<file path="src/hdl/vrpg_fifo.sv">
module vrpg_fifo #(
  parameter type T     = logic,
  parameter int  DEPTH = 4
) (
  input  logic clk,
  input  logic rst_n,
  input  logic push,
  input  T     push_data,
  output logic full,
  input  logic pop,
  output T     pop_data,
  output logic not_empty
);

  localparam int AW = $clog2(DEPTH);

  T                mem_r [DEPTH];
  logic [AW-1:0]   wr_ptr_r, wr_ptr_nxt;
  logic [AW-1:0]   rd_ptr_r, rd_ptr_nxt;
  logic [AW:0]     count_r, count_nxt;
  logic            do_push, do_pop;

  assign full      = (count_r == (AW+1)'(DEPTH));
  assign not_empty = (count_r != '0);
  assign pop_data  = mem_r[rd_ptr_r];
  assign do_push   = push & ~full;
  assign do_pop    = pop & not_empty;

  always_comb begin
    wr_ptr_nxt = do_push ? wr_ptr_r + AW'(1) : wr_ptr_r;
    rd_ptr_nxt = do_pop ? rd_ptr_r + AW'(1) : rd_ptr_r;
    count_nxt  = count_r + (AW+1)'(do_push) - (AW+1)'(do_pop);
  end

  always_ff @(posedge clk) begin
    if (!rst_n) begin
      wr_ptr_r <= '0;
      rd_ptr_r <= '0;
      count_r  <= '0;
    end else begin
      wr_ptr_r <= wr_ptr_nxt;
      rd_ptr_r <= rd_ptr_nxt;
      count_r  <= count_nxt;
    end
  end

  always_ff @(posedge clk) begin
    if (do_push) begin
      mem_r[wr_ptr_r] <= push_data;
    end
  end

endmodule

</file>
<file path="config.mk">
export PLATFORM = sky130hd
export DESIGN_NAME = vrpg_fifo
export DESIGN_NICKNAME = d
export VERILOG_FILES = /design/src/hdl/vrpg_fifo.sv
export SDC_FILE = /design/constraint.sdc
export NUM_CORES = 1
export LEC_CHECK = 0
export BUFFER_PORTS_ARGS = -buffer_cell sky130_fd_sc_hd__buf_2
export CAP_MARGIN = 20
export CORE_AREA = 5 5 42 44
export DETAILED_ROUTE_END_ITERATION = 8
export DIE_AREA = 0 0 47 49
export PLACE_DENSITY_LB_ADDON = 0.08
export SLEW_MARGIN = 20
export SYNTH_ARGS = -nofsm -noshare
export SYNTH_HDL_FRONTEND = slang
export SYNTH_SLANG_ARGS = --single-unit
</file>
<file path="constraint.sdc">
create_clock -name clk -period 3.1 [get_ports clk]
set_input_delay 0 -clock clk [delete_from_list [all_inputs] [get_ports clk]]
set_output_delay 0 -clock clk [all_outputs]
set_load 0.005 [all_outputs]
</file>
# After elaboration in Yosys (flattened, before gate mapping)
# Memory sizes are Yosys's and may differ from the RTL's. A register that Yosys moved wholly into a read port is not among the register bits.
# Index checks and enable logic that the tools add are counted.
# op_classes
n_addsub,4
eq_ne,1
n_mux,4
n_bitwise,3
reduce_logical,1
# ops
operator,count
"2-bit by 1-bit adder with 2-bit output, second input constant",2
2-bit 2-to-1 mux,2
3-bit by 1-bit adder with 3-bit output,1
"3-bit == test, second input constant",1
3-bit nonzero test,1
3-bit by 1-bit subtractor with 3-bit output,1
1-bit bitwise AND,2
1-bit 2-to-1 mux,2
1-bit NOT,1
# totals
register_bits,7
mem_bits_rw,4
wordCells,17
n_memories,1
# memory_table
name,words,word_bits,read_ports,rd_ports_with_merged_regs,wr,line_no,text
mem_r,4,1,1,1,1,17,T mem_r [DEPTH];

# Depth between registers and ports, before layout
# depth
ltp_word,5
ltp_mapped,12

# Worst setup path before layout
# No wires, ideal clock.
# synth_path
path_type,register -> register
startpoint,register count_r[1]
endpoint,register count_r[2]
arrival_ps,2039
required_time_ps,2985
path_slack_ps,946
stages_incl_launch_ff,13
synth_period_minus_slack_ps,2154
cell_sequence,dfxtp_1 nor3b_2 nor2b_1 buf_6 inv_1 ha_1 inv_1 ha_1 inv_1 fa_1 xnor2_1 xnor2_1 and2_1
# synth_via
elab_chain_len,5
# synth_rtl
item,line_no,text
from (decl),20,"logic [AW:0] count_r, count_nxt;"
from (signal assigned),43,count_r <= count_nxt;
3-bit == test,23,assign full = (count_r == (AW+1)'(DEPTH));
via full,9,"output logic full,"
1-bit NOT,26,assign do_push = push & ~full;
1-bit bitwise AND,26,
3-bit by 1-bit adder with 3-bit output,32,count_nxt = count_r + (AW+1)'(do_push) - (AW+1)'(do_pop);
3-bit by 1-bit subtractor with 3-bit output,32,
# The timed path passes the listed nets, and every way through them passes these cells.
# A chain may end at the register's enable or synchronous reset.

# Final worst setup path
# layout_path
startpoint,register count_r[1]
endpoint,register count_r[2]
# layout_via
elab_chain_len,5
# layout_rtl
item,line_no
3-bit == test,23
1-bit NOT,26
1-bit bitwise AND,26
3-bit by 1-bit adder with 3-bit output,32
3-bit by 1-bit subtractor with 3-bit output *,32
# Every way passes the cells marked *; elsewhere a longest branch is shown, timed or not.

==> flow_metrics.tcl <==
set metrics [dict create \
    outcome "completed" \
    grt_pass1_vias 348 \
    pin_count 8 \
    p_leak_nw 0.3052 \
    ys_top_cells_by_area "dfxtp_1 29%, edfxtp_1 19%, ha_1 12%, and2_1 7.0%, xnor2_1 5.6%" \
    viasPerCell 4.650 \
    grt_pass1_wl_mm 1.380 \
    synthTopCellsByCount "9 x dfxtp_1, 7 x and2_1, 6 x ha_1, 5 x inv_1" \
    syn_area_per_cell_um2 11.87 \
    clk_latency_ns 0.28 \
    diodes 0 \
    worst_slew_pin_slew_ns 0.2820 \
    netlist_instances 53 \
    synth_area_leader_cell "dfxtp_1" \
    post-route-min-period_ns 2.266 \
    cts_root_buffer "clkbuf_4" \
    synth_edf_count 4 \
    areaGrowthSynthToFinish_pct 13.32 \
    finalSetupViolCount 0 \
    power_uw 568.0 \
    slew-limit-headroom 0.8090 \
    finalNonFillerCells 80 \
    hold_path.class "input pin to flop" \
    avgRoutedWirePerCell_um 10.43 \
    clkSlewWorstSetupHoldPaths_ns 0.08 \
    rsz0062_at_grt "false" \
    max_freq_mhz 441.3 \
    max_stage_delay_ns 0.47 \
    critPathTopFamily "adder cells" \
    vias 372 \
    yosysSeqAreaShare 0.4771 \
    fin_skew_ns 0.005541 \
    floorplan.initialDensity 0.4491 \
    drt_iter0_markers 2 \
    fp.dieW_um 47 \
    fin_tns_setup_ns 0 \
    report.final.slew_viol_count 0 \
    wirelength_um 834 \
    grt_start_max_net_pins 11 \
    clock-sinks 13 \
    cts_resized 0 \
    post-place-cells 75 \
    crit_top_cell "inv_1" \
    drv_cap 0 \
    ant_nets 0 \
    place.gp.congestion 0.6498 \
    track_usage 0.08677 \
    ir_worst_vdd_mv 0.2573 \
    worst-path-buf-inv 4 \
    synth_seq_cells 13 \
    synth-main-ff-cell "dfxtp_1" \
    yosys.cell_types.count 17 \
    finalHoldViolCount 0 \
    synthArstFlopShare 0 \
    path_max_fanout 7 \
    cts_tree "built" \
    arrival_ns 2.45 \
    antenna_found_initial 0 \
    dieArea_um2 2303 \
    htreeDepth 1 \
    synth_nets 65 \
    post-route-util 0.5089 \
    grt-ovfl-total 0 \
    drtPass1Iterations 2 \
    path_cells "nor3b_2, nor2b_1, buf_4, inv_1, ha_1, inv_1, ha_1, inv_1, fa_1, xnor2_1, xnor2_1, and2_1" \
    p_per_area_nw_per_um2 796.4 \
    drc 0 \
    required_ns 3.28 \
    yosysWarnings 0 \
    fin_crit_sh 0.7310 \
    start_kind "flop" \
    cts_buffers 3 \
    core_area_um2 1401 \
    cp_slowest_cell "dfxtp_1" \
    die_h_um 49 \
    synth.top_cell.area_share 0.2863 \
    num_rows 14 \
    critical_path_class "flop to flop" \
    synth.most_common_cell "dfxtp_1" \
    io_buffers 7 \
    netlist_area_um2 629.4 \
    clockBufferDepth 2 \
    crit_path_end_kind "flop" \
    fin_nets 77 \
    drive_gt1_frac 0.2344 \
]
==> placed cells by master (no fill, tap or decap) <==
cell type / netlist / layout
and2_1: 7 / 7
buf_2: 0 / 7
buf_4: 0 / 1
clkbuf_1: 1 / 1
clkbuf_4: 0 / 3
dfxtp_1: 9 / 9
dlygate4sd3_1: 0 / 1
edfxtp_1: 4 / 4
fa_1: 1 / 1
ha_1: 6 / 6
inv_1: 5 / 5
mux2i_1: 2 / 2
mux4_2: 1 / 1
nand2_1: 4 / 4
nor2b_1: 4 / 4
nor3b_2: 1 / 1
o311ai_1: 1 / 1
o31a_2: 1 / 1
or3_2: 1 / 1
xnor2_1: 4 / 4
==> where the power goes <==
part / internal, mW / switching, mW
Clock: 0.0499 / 0.0551
Sequential: 0.220 / 0.0421
Combinational: 0.119 / 0.0826
==> kinds of logic after synthesis <==
kind of cell | Yosys count | share of synthesized area
buffers and inverters | 7 | 0.05367
adders and majority gates | 7 | 0.1511
and+or+nand+nor | 17 | 0.1650
muxes | 3 | 0.06759
AOI/OAI and AO/OA | 2 | 0.02982
DFF | 13 | 0.4771
xor gates and xnor gates | 4 | 0.05566
==> through the flow <==
step | area, µm² | hold slack, ns | setup WS, ns
4_1_cts | 713.2 | 0.04489 | 0.8142
3_5_place_dp | 676.9 | 0.2210 | 0.8314
2_1_floorplan | 629.4 | 0.09887 | 0.9463
5_1_grt | 713.2 | 0.05465 | 0.6851
3_3_place_gp | 676.9 | 0.2154 | 0.8624
6_report | 713.2 | 0.04635 | 0.8338
==> path summary, 6_finish.rpt <==
| kind | startpoint | end | slack, ns | cells after the start |
|---|---|---|---|---|
| max | count_r[1]$_SDFF_PN0_ | count_r[2]$_SDFF_PN0_ | 0.83 | 12 |
| min | rst_n | count_r[1]$_SDFF_PN0_ | 0.05 | 2 |
| max reg2reg | count_r[1]$_SDFF_PN0_ | count_r[2]$_SDFF_PN0_ | 0.83 | 12 |
| min reg2reg | wr_ptr_r[1]$_SDFFE_PN0N_ | wr_ptr_r[1]$_SDFFE_PN0N_ | 0.50 | 2 |
==> layer usage <==
layer  vias up  share of wire  global-route usage  routed length (µm)
met3         2          0.062             0.04428                  52
met4         0          0.019             0.05530                  16
met1       168           0.47              0.1020                 392
met2         7           0.45              0.1199                 373
li1        195              -                   -                   -
met5         -              0                   0                   0
==> repair_timing <==
item | in CTS | in global routing
buffers inserted | 0 | 0
endpoints found under the hold margin | 4 | 0
hold buffers | 1 | 0
==> cell type report <==
class	count	area, µm²
Clock buffer	4	26.28
Fill cell	138	688.2
Multi-Input combinational cell	33	295.3
Sequential cell	13	300.3
Timing Repair Buffer	9	52.55
Tap cell	16	20.02
Inverter	5	18.77
(Power assumes the default switching activity.)
