`config.mk`:
```
export PLATFORM = sky130hd
export DESIGN_NAME = vrpg_front
export DESIGN_NICKNAME = d
export VERILOG_FILES = /design/src/hdl/vrpg_pkg.sv /design/src/hdl/vrpg_front.sv
export SDC_FILE = /design/constraint.sdc
export NUM_CORES = 1
export LEC_CHECK = 0
export BUFFER_PORTS_ARGS = -buffer_cell sky130_fd_sc_hd__buf_2
export CORE_MARGIN = 4
export CORE_UTILIZATION = 55
export CTS_CLUSTER_SIZE = 25
export DETAILED_ROUTE_END_ITERATION = 16
export GPL_TIMING_DRIVEN = 0
export HOLD_SLACK_MARGIN = 0.1
export PLACE_DENSITY = 0.82
export SYNTH_ARGS = -nofsm -noshare
export SYNTH_HDL_FRONTEND = slang
export SYNTH_SLANG_ARGS = --single-unit
```
`constraint.sdc`:
```
create_clock -name clk -period 10 [get_ports clk]
set_clock_uncertainty 0.1 [all_clocks]
set_input_delay 2 -clock clk [delete_from_list [all_inputs] [get_ports clk]]
set_output_delay 2 -clock clk [all_outputs]
set_load 0.005 [all_outputs]
```
`src/hdl/vrpg_pkg.sv`:
```
package vrpg_pkg;

  localparam int MEM_AW = 16;
  localparam int BYTE_W = 8;

  localparam logic OPC_WRITE = 1'b0;
  localparam logic OPC_PIXEL = 1'b1;

  typedef enum logic [1:0] {
    MODE_TEXT    = 2'd0,
    MODE_HIRES   = 2'd1,
    MODE_HICOLOR = 2'd2,
    MODE_LORES   = 2'd3
  } mode_t;

  typedef enum logic [2:0] {
    REG_VIDEO_MODE    = 3'd0,
    REG_ROWS_PER_CELL = 3'd1,
    REG_BITMAP_BASE   = 3'd2,
    REG_COLOR_BASE    = 3'd3,
    REG_FONT_BASE     = 3'd4
  } reg_idx_t;

  // Work kind decided in the front, carried out in the back
  typedef enum logic [1:0] {
    KIND_WRITE  = 2'd0,
    KIND_TEXT   = 2'd1,
    KIND_MONO   = 2'd2,
    KIND_NIBBLE = 2'd3
  } kind_t;

  typedef struct packed {
    kind_t                kind;
    logic [MEM_AW-1:0]    addr;
    logic [MEM_AW-1:0]    color_addr;
    logic [BYTE_W-1:0]    wdata;
    logic [2:0]           bit_sel;
    logic [BYTE_W-1:0]    font_page;
    logic                 line_end;
    logic                 frame_end;
  } op_t;

  typedef struct packed {
    logic [7:0] red;
    logic [7:0] green;
    logic [7:0] blue;
    logic       line_end;
    logic       frame_end;
  } pix_t;

  localparam logic [MEM_AW-1:0] STRIDE_LORES   = 16'd40;
  localparam logic [MEM_AW-1:0] STRIDE_TEXT    = 16'd80;
  localparam logic [MEM_AW-1:0] STRIDE_HICOLOR = 16'd160;

  localparam logic [1:0]        RST_VIDEO_MODE  = 2'd0;
  localparam logic [4:0]        RST_ROWS        = 5'd15;
  localparam logic [MEM_AW-1:0] RST_BITMAP_BASE = 16'd0;
  localparam logic [MEM_AW-1:0] RST_COLOR_BASE  = 16'd4096;
  localparam logic [7:0]        RST_FONT_BASE   = 8'd32;

  localparam logic [7:0] PAL_RED [16] = '{
    8'd0, 8'd0, 8'd0, 8'd0, 8'd150, 8'd150, 8'd150, 8'd150,
    8'd104, 8'd104, 8'd104, 8'd104, 8'd255, 8'd255, 8'd255, 8'd255};
  localparam logic [7:0] PAL_GREEN [16] = '{
    8'd0, 8'd0, 8'd150, 8'd150, 8'd0, 8'd0, 8'd150, 8'd150,
    8'd104, 8'd104, 8'd255, 8'd255, 8'd104, 8'd104, 8'd255, 8'd255};
  localparam logic [7:0] PAL_BLUE [16] = '{
    8'd0, 8'd150, 8'd0, 8'd150, 8'd0, 8'd150, 8'd0, 8'd150,
    8'd104, 8'd255, 8'd104, 8'd255, 8'd104, 8'd255, 8'd104, 8'd255};

endpackage

```
`src/hdl/vrpg_front.sv`:
```
module vrpg_front
  import vrpg_pkg::*;
#(
  parameter int LINE_PIXELS = 640,
  parameter int FRAME_LINES = 480
) (
  input  logic              clk,
  input  logic              rst_n,
  input  logic              in_valid,
  output logic              in_stall,
  input  logic              in_opcode,
  input  logic [MEM_AW-1:0] in_mem_address,
  input  logic [BYTE_W-1:0] in_mem_data,
  input  logic              cfg_we,
  input  logic [2:0]        cfg_index,
  input  logic [15:0]       cfg_wdata,
  input  logic              clearing,
  input  logic              q_full,
  output logic              q_push,
  output op_t               q_op
);

  localparam int COL_W  = $clog2(LINE_PIXELS);
  localparam int LINE_W = $clog2(FRAME_LINES);

  logic [COL_W-1:0]  col_r, col_nxt;
  logic [LINE_W-1:0] line_r, line_nxt;
  logic [4:0]        subrow_r, subrow_nxt;
  logic [MEM_AW-1:0] row_off_r, row_off_nxt;

  mode_t             mode_r;
  logic [4:0]        rows_r;
  logic [MEM_AW-1:0] bmp_base_r;
  logic [MEM_AW-1:0] clr_base_r;
  logic [7:0]        font_base_r;

  logic              acc;
  logic              tick;
  logic              last_pixel;
  logic              last_line;
  logic [MEM_AW-1:0] cell_idx;
  logic [2:0]        sel;
  kind_t             pix_kind;
  logic [MEM_AW-1:0] stride;
  logic [MEM_AW-1:0] data_addr;
  logic [MEM_AW-1:0] color_addr;

  assign in_stall   = clearing | q_full;
  assign acc        = in_valid & ~in_stall;
  assign tick       = acc & (in_opcode == OPC_PIXEL);
  assign q_push     = acc;
  assign last_pixel = (col_r == COL_W'(LINE_PIXELS - 1));
  assign last_line  = (line_r == LINE_W'(FRAME_LINES - 1));

  // Cell index, bit within the byte, pixel kind and row stride for the current column and mode
  always_comb begin
    unique case (mode_r)
      MODE_HICOLOR: begin
        cell_idx = MEM_AW'(col_r >> 2);
        sel      = {2'b00, col_r[1]};
        pix_kind = KIND_NIBBLE;
        stride   = STRIDE_HICOLOR;
      end
      MODE_LORES: begin
        cell_idx = MEM_AW'(col_r >> 4);
        sel      = col_r[3:1];
        pix_kind = KIND_MONO;
        stride   = STRIDE_LORES;
      end
      MODE_HIRES: begin
        cell_idx = MEM_AW'(col_r >> 3);
        sel      = col_r[2:0];
        pix_kind = KIND_MONO;
        stride   = STRIDE_TEXT;
      end
      default: begin
        cell_idx = MEM_AW'(col_r >> 3);
        sel      = col_r[2:0];
        pix_kind = KIND_TEXT;
        stride   = STRIDE_TEXT;
      end
    endcase
  end

  assign data_addr  = bmp_base_r + row_off_r + cell_idx;
  assign color_addr = clr_base_r + row_off_r + cell_idx;

  always_comb begin
    q_op.kind       = (in_opcode == OPC_PIXEL) ? pix_kind : KIND_WRITE;
    q_op.addr       = (in_opcode == OPC_PIXEL) ? data_addr : in_mem_address;
    q_op.color_addr = color_addr;
    q_op.wdata      = in_mem_data;
    q_op.bit_sel    = sel;
    q_op.font_page  = font_base_r + 8'(subrow_r);
    q_op.line_end   = last_pixel;
    q_op.frame_end  = last_pixel & last_line;
  end

  always_comb begin
    col_nxt     = col_r;
    line_nxt    = line_r;
    subrow_nxt  = subrow_r;
    row_off_nxt = row_off_r;
    if (tick) begin
      if (!last_pixel) begin
        col_nxt = col_r + COL_W'(1);
      end else begin
        col_nxt = '0;
        if (last_line) begin
          line_nxt    = '0;
          subrow_nxt  = '0;
          row_off_nxt = '0;
        end else begin
          line_nxt = line_r + LINE_W'(1);
          if (subrow_r == rows_r) begin
            subrow_nxt  = '0;
            row_off_nxt = row_off_r + stride;
          end else begin
            subrow_nxt = subrow_r + 5'd1;
          end
        end
      end
    end
  end

  always_ff @(posedge clk) begin
    if (!rst_n) begin
      col_r       <= '0;
      line_r      <= '0;
      subrow_r    <= '0;
      row_off_r   <= '0;
      mode_r      <= mode_t'(RST_VIDEO_MODE);
      rows_r      <= RST_ROWS;
      bmp_base_r  <= RST_BITMAP_BASE;
      clr_base_r  <= RST_COLOR_BASE;
      font_base_r <= RST_FONT_BASE;
    end else begin
      col_r     <= col_nxt;
      line_r    <= line_nxt;
      subrow_r  <= subrow_nxt;
      row_off_r <= row_off_nxt;
      if (cfg_we) begin
        unique case (cfg_index)
          REG_VIDEO_MODE:    mode_r      <= mode_t'(cfg_wdata[1:0]);
          REG_ROWS_PER_CELL: rows_r      <= cfg_wdata[4:0];
          REG_BITMAP_BASE:   bmp_base_r  <= cfg_wdata;
          REG_COLOR_BASE:    clr_base_r  <= cfg_wdata;
          REG_FONT_BASE:     font_base_r <= cfg_wdata[7:0];
          default: ;
        endcase
      end
    end
  end

`ifndef NO_ASSERTIONS
  a_col_range: assert property (@(posedge clk) disable iff (!rst_n)
    col_r <= COL_W'(LINE_PIXELS - 1))
    else $error("pixel column past line end");

  a_frame_wrap: assert property (@(posedge clk) disable iff (!rst_n)
    (tick && last_pixel && last_line) |=>
      (col_r == '0 && line_r == '0 && subrow_r == '0 && row_off_r == '0))
    else $error("raster did not return to origin after frame end");
`endif

endmodule

```
* Word-level counts from Yosys, hierarchy flattened
Cells that the tools add are included.
** Storage, ports and cells
- Output and inout port bits :: 57
- Bits in read-only memories :: 0
- Memories :: 0
- Bits in latches :: 0
- Word-level logic and storage cells :: 55
- Register bits after elaboration :: 87
- RAM bits :: 0
- Input bits :: 50
** Cells by class
- Muxes and demuxes :: 12
- Multipliers :: 0
- Div/mod/pow operators :: 0
- Bitwise operators :: 5
- $add $sub $neg :: 9
- Shift-type cells :: 0
- Order comparisons :: 0
- Equal/unequal tests :: 10
- Reductions and logical operators :: 10
** Operators by type and width (number)
- 16-bit adder :: 3
- 16-bit two-way mux :: 3
- 16-bit by 8-bit adder with 16-bit output :: 2
- 8-bit one-hot mux with 2 select lines :: 2
- 2-bit AND reduction :: 6
- 10-bit by 1-bit adder with 10-bit output, second input constant :: 1
- 10-bit == test, second input constant :: 1
- 10-bit two-way mux :: 1
- 5-bit two-way mux :: 2
- 9-bit by 1-bit adder with 9-bit output, second input constant :: 1
- 9-bit == test, second input constant :: 1
- 9-bit two-way mux :: 1
- 8-bit by 5-bit adder with 8-bit output :: 1
- 3-bit by 2-bit == test with 1-bit output, second input constant :: 2
- 3-bit one-hot mux with 2 select lines :: 1
- 5-bit by 1-bit adder with 5-bit output, second input constant :: 1
- 5-bit == test :: 1
- 2-bit == test, second input constant :: 2
- 2-bit one-hot mux with 2 select lines :: 1
- 1-bit bitwise AND :: 3
- 3-bit by 1-bit == test with 1-bit output, second input constant :: 1
- 3-bit == test, second input constant :: 1
- 3-bit logical NOT :: 1
- 3-bit AND reduction :: 1
- other kinds (6) :: 6

* Depth between registers and ports, before layout
- Depth in word-level cells :: 5
- Depth in mapped cells :: 13
- Mapped depth without buffers :: 11

* Worst setup path before layout
OpenSTA, ideal clock, no wires.
- Path type :: reg2out
- Start :: register mode_r[0]
- End :: output port q_op[36] (netlist name)
- Cell stages (with the launch flop) :: 13
- Arrival :: 3.144 ns
- Setup slack :: 4.756 ns
- Path buffers :: 2
- Required time :: 7.900 ns
- Cells stage by stage :: dfxtp_1 > clkbuf_1 > clkbuf_1 > mux2i_1 > a21oi_1 > ha_1 > ha_1 > fa_1 > a211oi_1 > o21ai_0 > a31oi_1 > o221ai_1 > xnor2_1
** RTL lines
- start: declaration :: line vrpg_front.sv:31 : mode_t mode_r;
- start signal: assignment :: line vrpg_front.sv:132 : mode_r <= mode_t'(RST_VIDEO_MODE);
- start signal: assignment :: line vrpg_front.sv:144 : REG_VIDEO_MODE: mode_r <= mode_t'(cfg_wdata[1:0]);
- end: declaration :: line vrpg_front.sv:20 : output op_t q_op

==> flow_summary.toml <==
[grt]
grt_max_degree = 15
grt_overflow_total = 0
grt_antenna_before_repair = 0
grt_pass1_vias = 5731
grt_first_pass_wirelength_mm = 27.7
gr-usage-all-layers_pct = 25.6

[worst_setup_path]
crit_path_end_kind = "output pin"
cp.required_ns = 7.90
category_of_the_worst_setup_path_launch_point = "flip-flop"
worst-endpoint-arrival_ns = 4.28
worst-path-max-fanout = 10
r2r_setup_slack_ns = 6.78
setup.worst_path.class = "flip-flop to output pin"

[timing]
max_freq_ghz = 0.157
timing.max_slew.rel_slack_pct = 32.9
final_hold_viol_count = 0
final.period_utilization_pct = 63.8
timing_worst_slew_pin_value_ns = 0.998
setup_repair_after_global_routing_missed_its_margin = "false"
post-route-min-period_ns = 6.38
setup-violations-final = 0
final.setup.tns_ns = 0
worst_hold_slack_ns = 0.360
slew_viol_final = 0

[final_layout]
post-route-util_pct = 65.0
layout.nets = 1046
final_layout_size_suffix_gt1_share_pct = 15.2
num_antenna_cells = 0
n_fill_cell = 966
area_growth_syn_to_layout_pct = 15.8
final_cell_count_no_fill = 1069
multi_input_comb_area_um2 = 4350
ff_latch_area_um2 = 1680

[die]
design.core.area_um2 = 11400
fp.dieH_um = 116
rows = 39
top_level_ports = 107
floorplan.die_area_um2 = 13400
floorplan.initialDensity_pct = 56.1
fp.dieW_um = 116

[synthesis]
synthesized_nets = 937
synth-edff-count = 0
avgSynthCellArea_um2 = 7.86
register_bit_count_reported_by_yosys = 84
ys_seq_area_share_pct = 26.3
synth_simple_gate_area_share_pct = 23.1
syn_inst = 812
synth_flop_cell = "dfxtp_1"
post_synth_instance_area_um2 = 6380
ys_warn_count = 0
synthArstFlopShare_pct = 0
synthMuxAreaShare_pct = 3.74
synth_top_family_by_area = "simple AND/OR/NAND/NOR gates"
yosys.cell_types.count = 66
post_synth_fa_ha_maj_area_fraction_pct = 16.3
synth_compound_gate_area_share_pct = 18.9
synth-xor-area-share_pct = 6.04

[clocking]
cts-hold-fix-buffers = 0
cts.sinks = 84
post-cts-setup-buffer-count = 0
tritoncts_clock_tree = "done"
clkLatencyLatePin_ns = 0.34
cts_root_buf = "clkbuf_16"
cts_htree_levels = 3
cts-root-to-sink-buffers = 2
cts_made_buffers = 9
cts-resized-gates = 0
clk_transition_reported_paths_ns = 0.07

[placement]
placer_s_final_routability_congestion_estimate = 0.962
io_buffers = 98
place_hpwl_mm = 13.1
dp_cells = 1053

[run]
maxCapViolations = 0

[routing]
iteration_0_drc_markers = 438
wl_mm = 17.4
via_per_inst = 5.91
ant_nets = 0
vias = 6313
post_drt_wl_per_cell_um = 16.3
drcViolationCount = 0
detail_route.first_pass.iterations = 7

[power]
power-per-cell-area_nw_per_um2 = 108
power.leakage_uw = 0.00322
power.ir.vdd_worst_mv = 0.0736

[min_path]
hp-class = "flip-flop to flip-flop"

[status]
status = "finished, final reports clean"
==> power by group <==
part           total (uW)  switching, uW  internal (uW)  leakage [uW]
sequential            342           3.31            339      0.000679
combinational        73.1           42.1           31.0       0.00237
clock                 384            139            245      0.000163
==> worst max-delay path, cell delays in order (launching register included) <==
cell	delay, ns
dfxtp_1	0.32
clkbuf_1	0.30
clkbuf_1	0.44
mux2i_1	0.25
a21oi_1	0.11
ha_1	0.22
ha_1	0.23
fa_1	0.44
a211oi_1	0.29
o21ai_0	0.18
a31oi_1	0.53
o221ai_1	0.28
xnor2_1	0.20
buf_2	0.13
==> cell usage in the layout (no fill, tap or decap), types with 16 or more instances in the layout <==
cell      instances
nor3_1           20
nor2_1           57
buf_2            99
a21oi_1          84
xor2_1           20
mux2i_1          16
clkbuf_1         25
ha_1             61
nand2_1         138
inv_1            36
nand3_1          21
dfxtp_1          84
o21ai_0          37
xnor2_1          24
==> path summary, 6_finish.rpt <==
path	start	endpoint	depth (start not counted)
max	mode_r[0]	q_op[36]	13
min	clr_base_r[9]	clr_base_r[9]	2
max reg2reg	mode_r[0]	row_off_r[9]	11
min reg2reg	clr_base_r[9]	clr_base_r[9]	2
==> per-stage QoR <==
| stage | setup slack [ns] | cell area [um2] | power [uW] |
|---|---|---|---|
| 5_1_grt | 3.25 | 7390 | 822 |
| 6_report | 3.62 | 7390 | 799 |
| 2_1_floorplan | 4.76 | 6380 | 389 |
| 4_1_cts | 3.62 | 7390 | 797 |
| 3_5_place_dp | 4.01 | 7050 | 421 |
| 3_3_place_gp | 3.98 | 7050 | 420 |
==> layer usage <==
metal  track usage [%]  wire (um)  vias up
li1                  -          -     3100
met1              32.8       7330     2931
met2              44.4       8450      235
met3              3.45       1230       47
met4              8.97        423        0
met5                 0          0        -
==> synthesized netlist by cell type, types with 5 or more instances <==
| library cell | count | area [um2] |
|---|---|---|
| nor3_1 | 20 | 100 |
| a31oi_1 | 5 | 31.3 |
| fa_1 | 14 | 280 |
| nand4_1 | 9 | 56.3 |
| nor2b_1 | 5 | 31.3 |
| ha_1 | 61 | 763 |
| nand3_1 | 21 | 105 |
| o21ai_0 | 37 | 185 |
| nor4_1 | 7 | 43.8 |
| xor2_1 | 20 | 175 |
| and2_1 | 6 | 37.5 |
| xnor2_1 | 24 | 210 |
| a211oi_1 | 10 | 75.1 |
| mux2i_1 | 16 | 160 |
| clkbuf_1 | 24 | 90.1 |
| buf_4 | 10 | 75.1 |
| inv_1 | 36 | 135 |
| dfxtp_1 | 84 | 1680 |
| nand2b_1 | 5 | 31.3 |
| nor2_1 | 57 | 214 |
| mux2_2 | 7 | 78.8 |
| a21oi_1 | 84 | 420 |
| nand3b_1 | 5 | 37.5 |
| nand2_1 | 138 | 518 |
| nor3b_1 | 5 | 37.5 |
| a21o_1 | 9 | 67.6 |
| o21a_1 | 6 | 45.0 |
| buf_1 | 6 | 22.5 |
| o211ai_1 | 6 | 45.0 |
| or4_1 | 9 | 67.6 |
| o2111ai_1 | 5 | 43.8 |
| and3_1 | 6 | 37.5 |
==> state kept, by name, summed over array words and instances (netlist names) <==
name	cells
bmp_base_r	16
clr_base_r	16
row_off_r	13
col_r	10
line_r	9
font_base_r	8
rows_r	5
subrow_r	5
mode_r	2
==> logic make-up after synthesis <==
group,count (synthesis)
AND/OR/NAND/NOR,310
AO/OA/AOI/OAI,196
flip-flops,84
buffers and inverters,80
adder cells (fa/ha/maj),75
XOR/XNOR,44
multiplexers,23
==> cell type report <==
| class | count | share of cell area [%] |
|---|---|---|
| timing repair buffer | 98 | 6.63 |
| multi-input combinational | 648 | 58.8 |
| tap | 143 | 2.42 |
| clock buffer | 10 | 3.10 |
| inverter | 37 | 1.88 |
| buffer | 43 | 2.94 |
| clock inverter | 6 | 1.51 |
| sequential | 84 | 22.7 |
No activity file was read; power rests on OpenSTA's default activity.
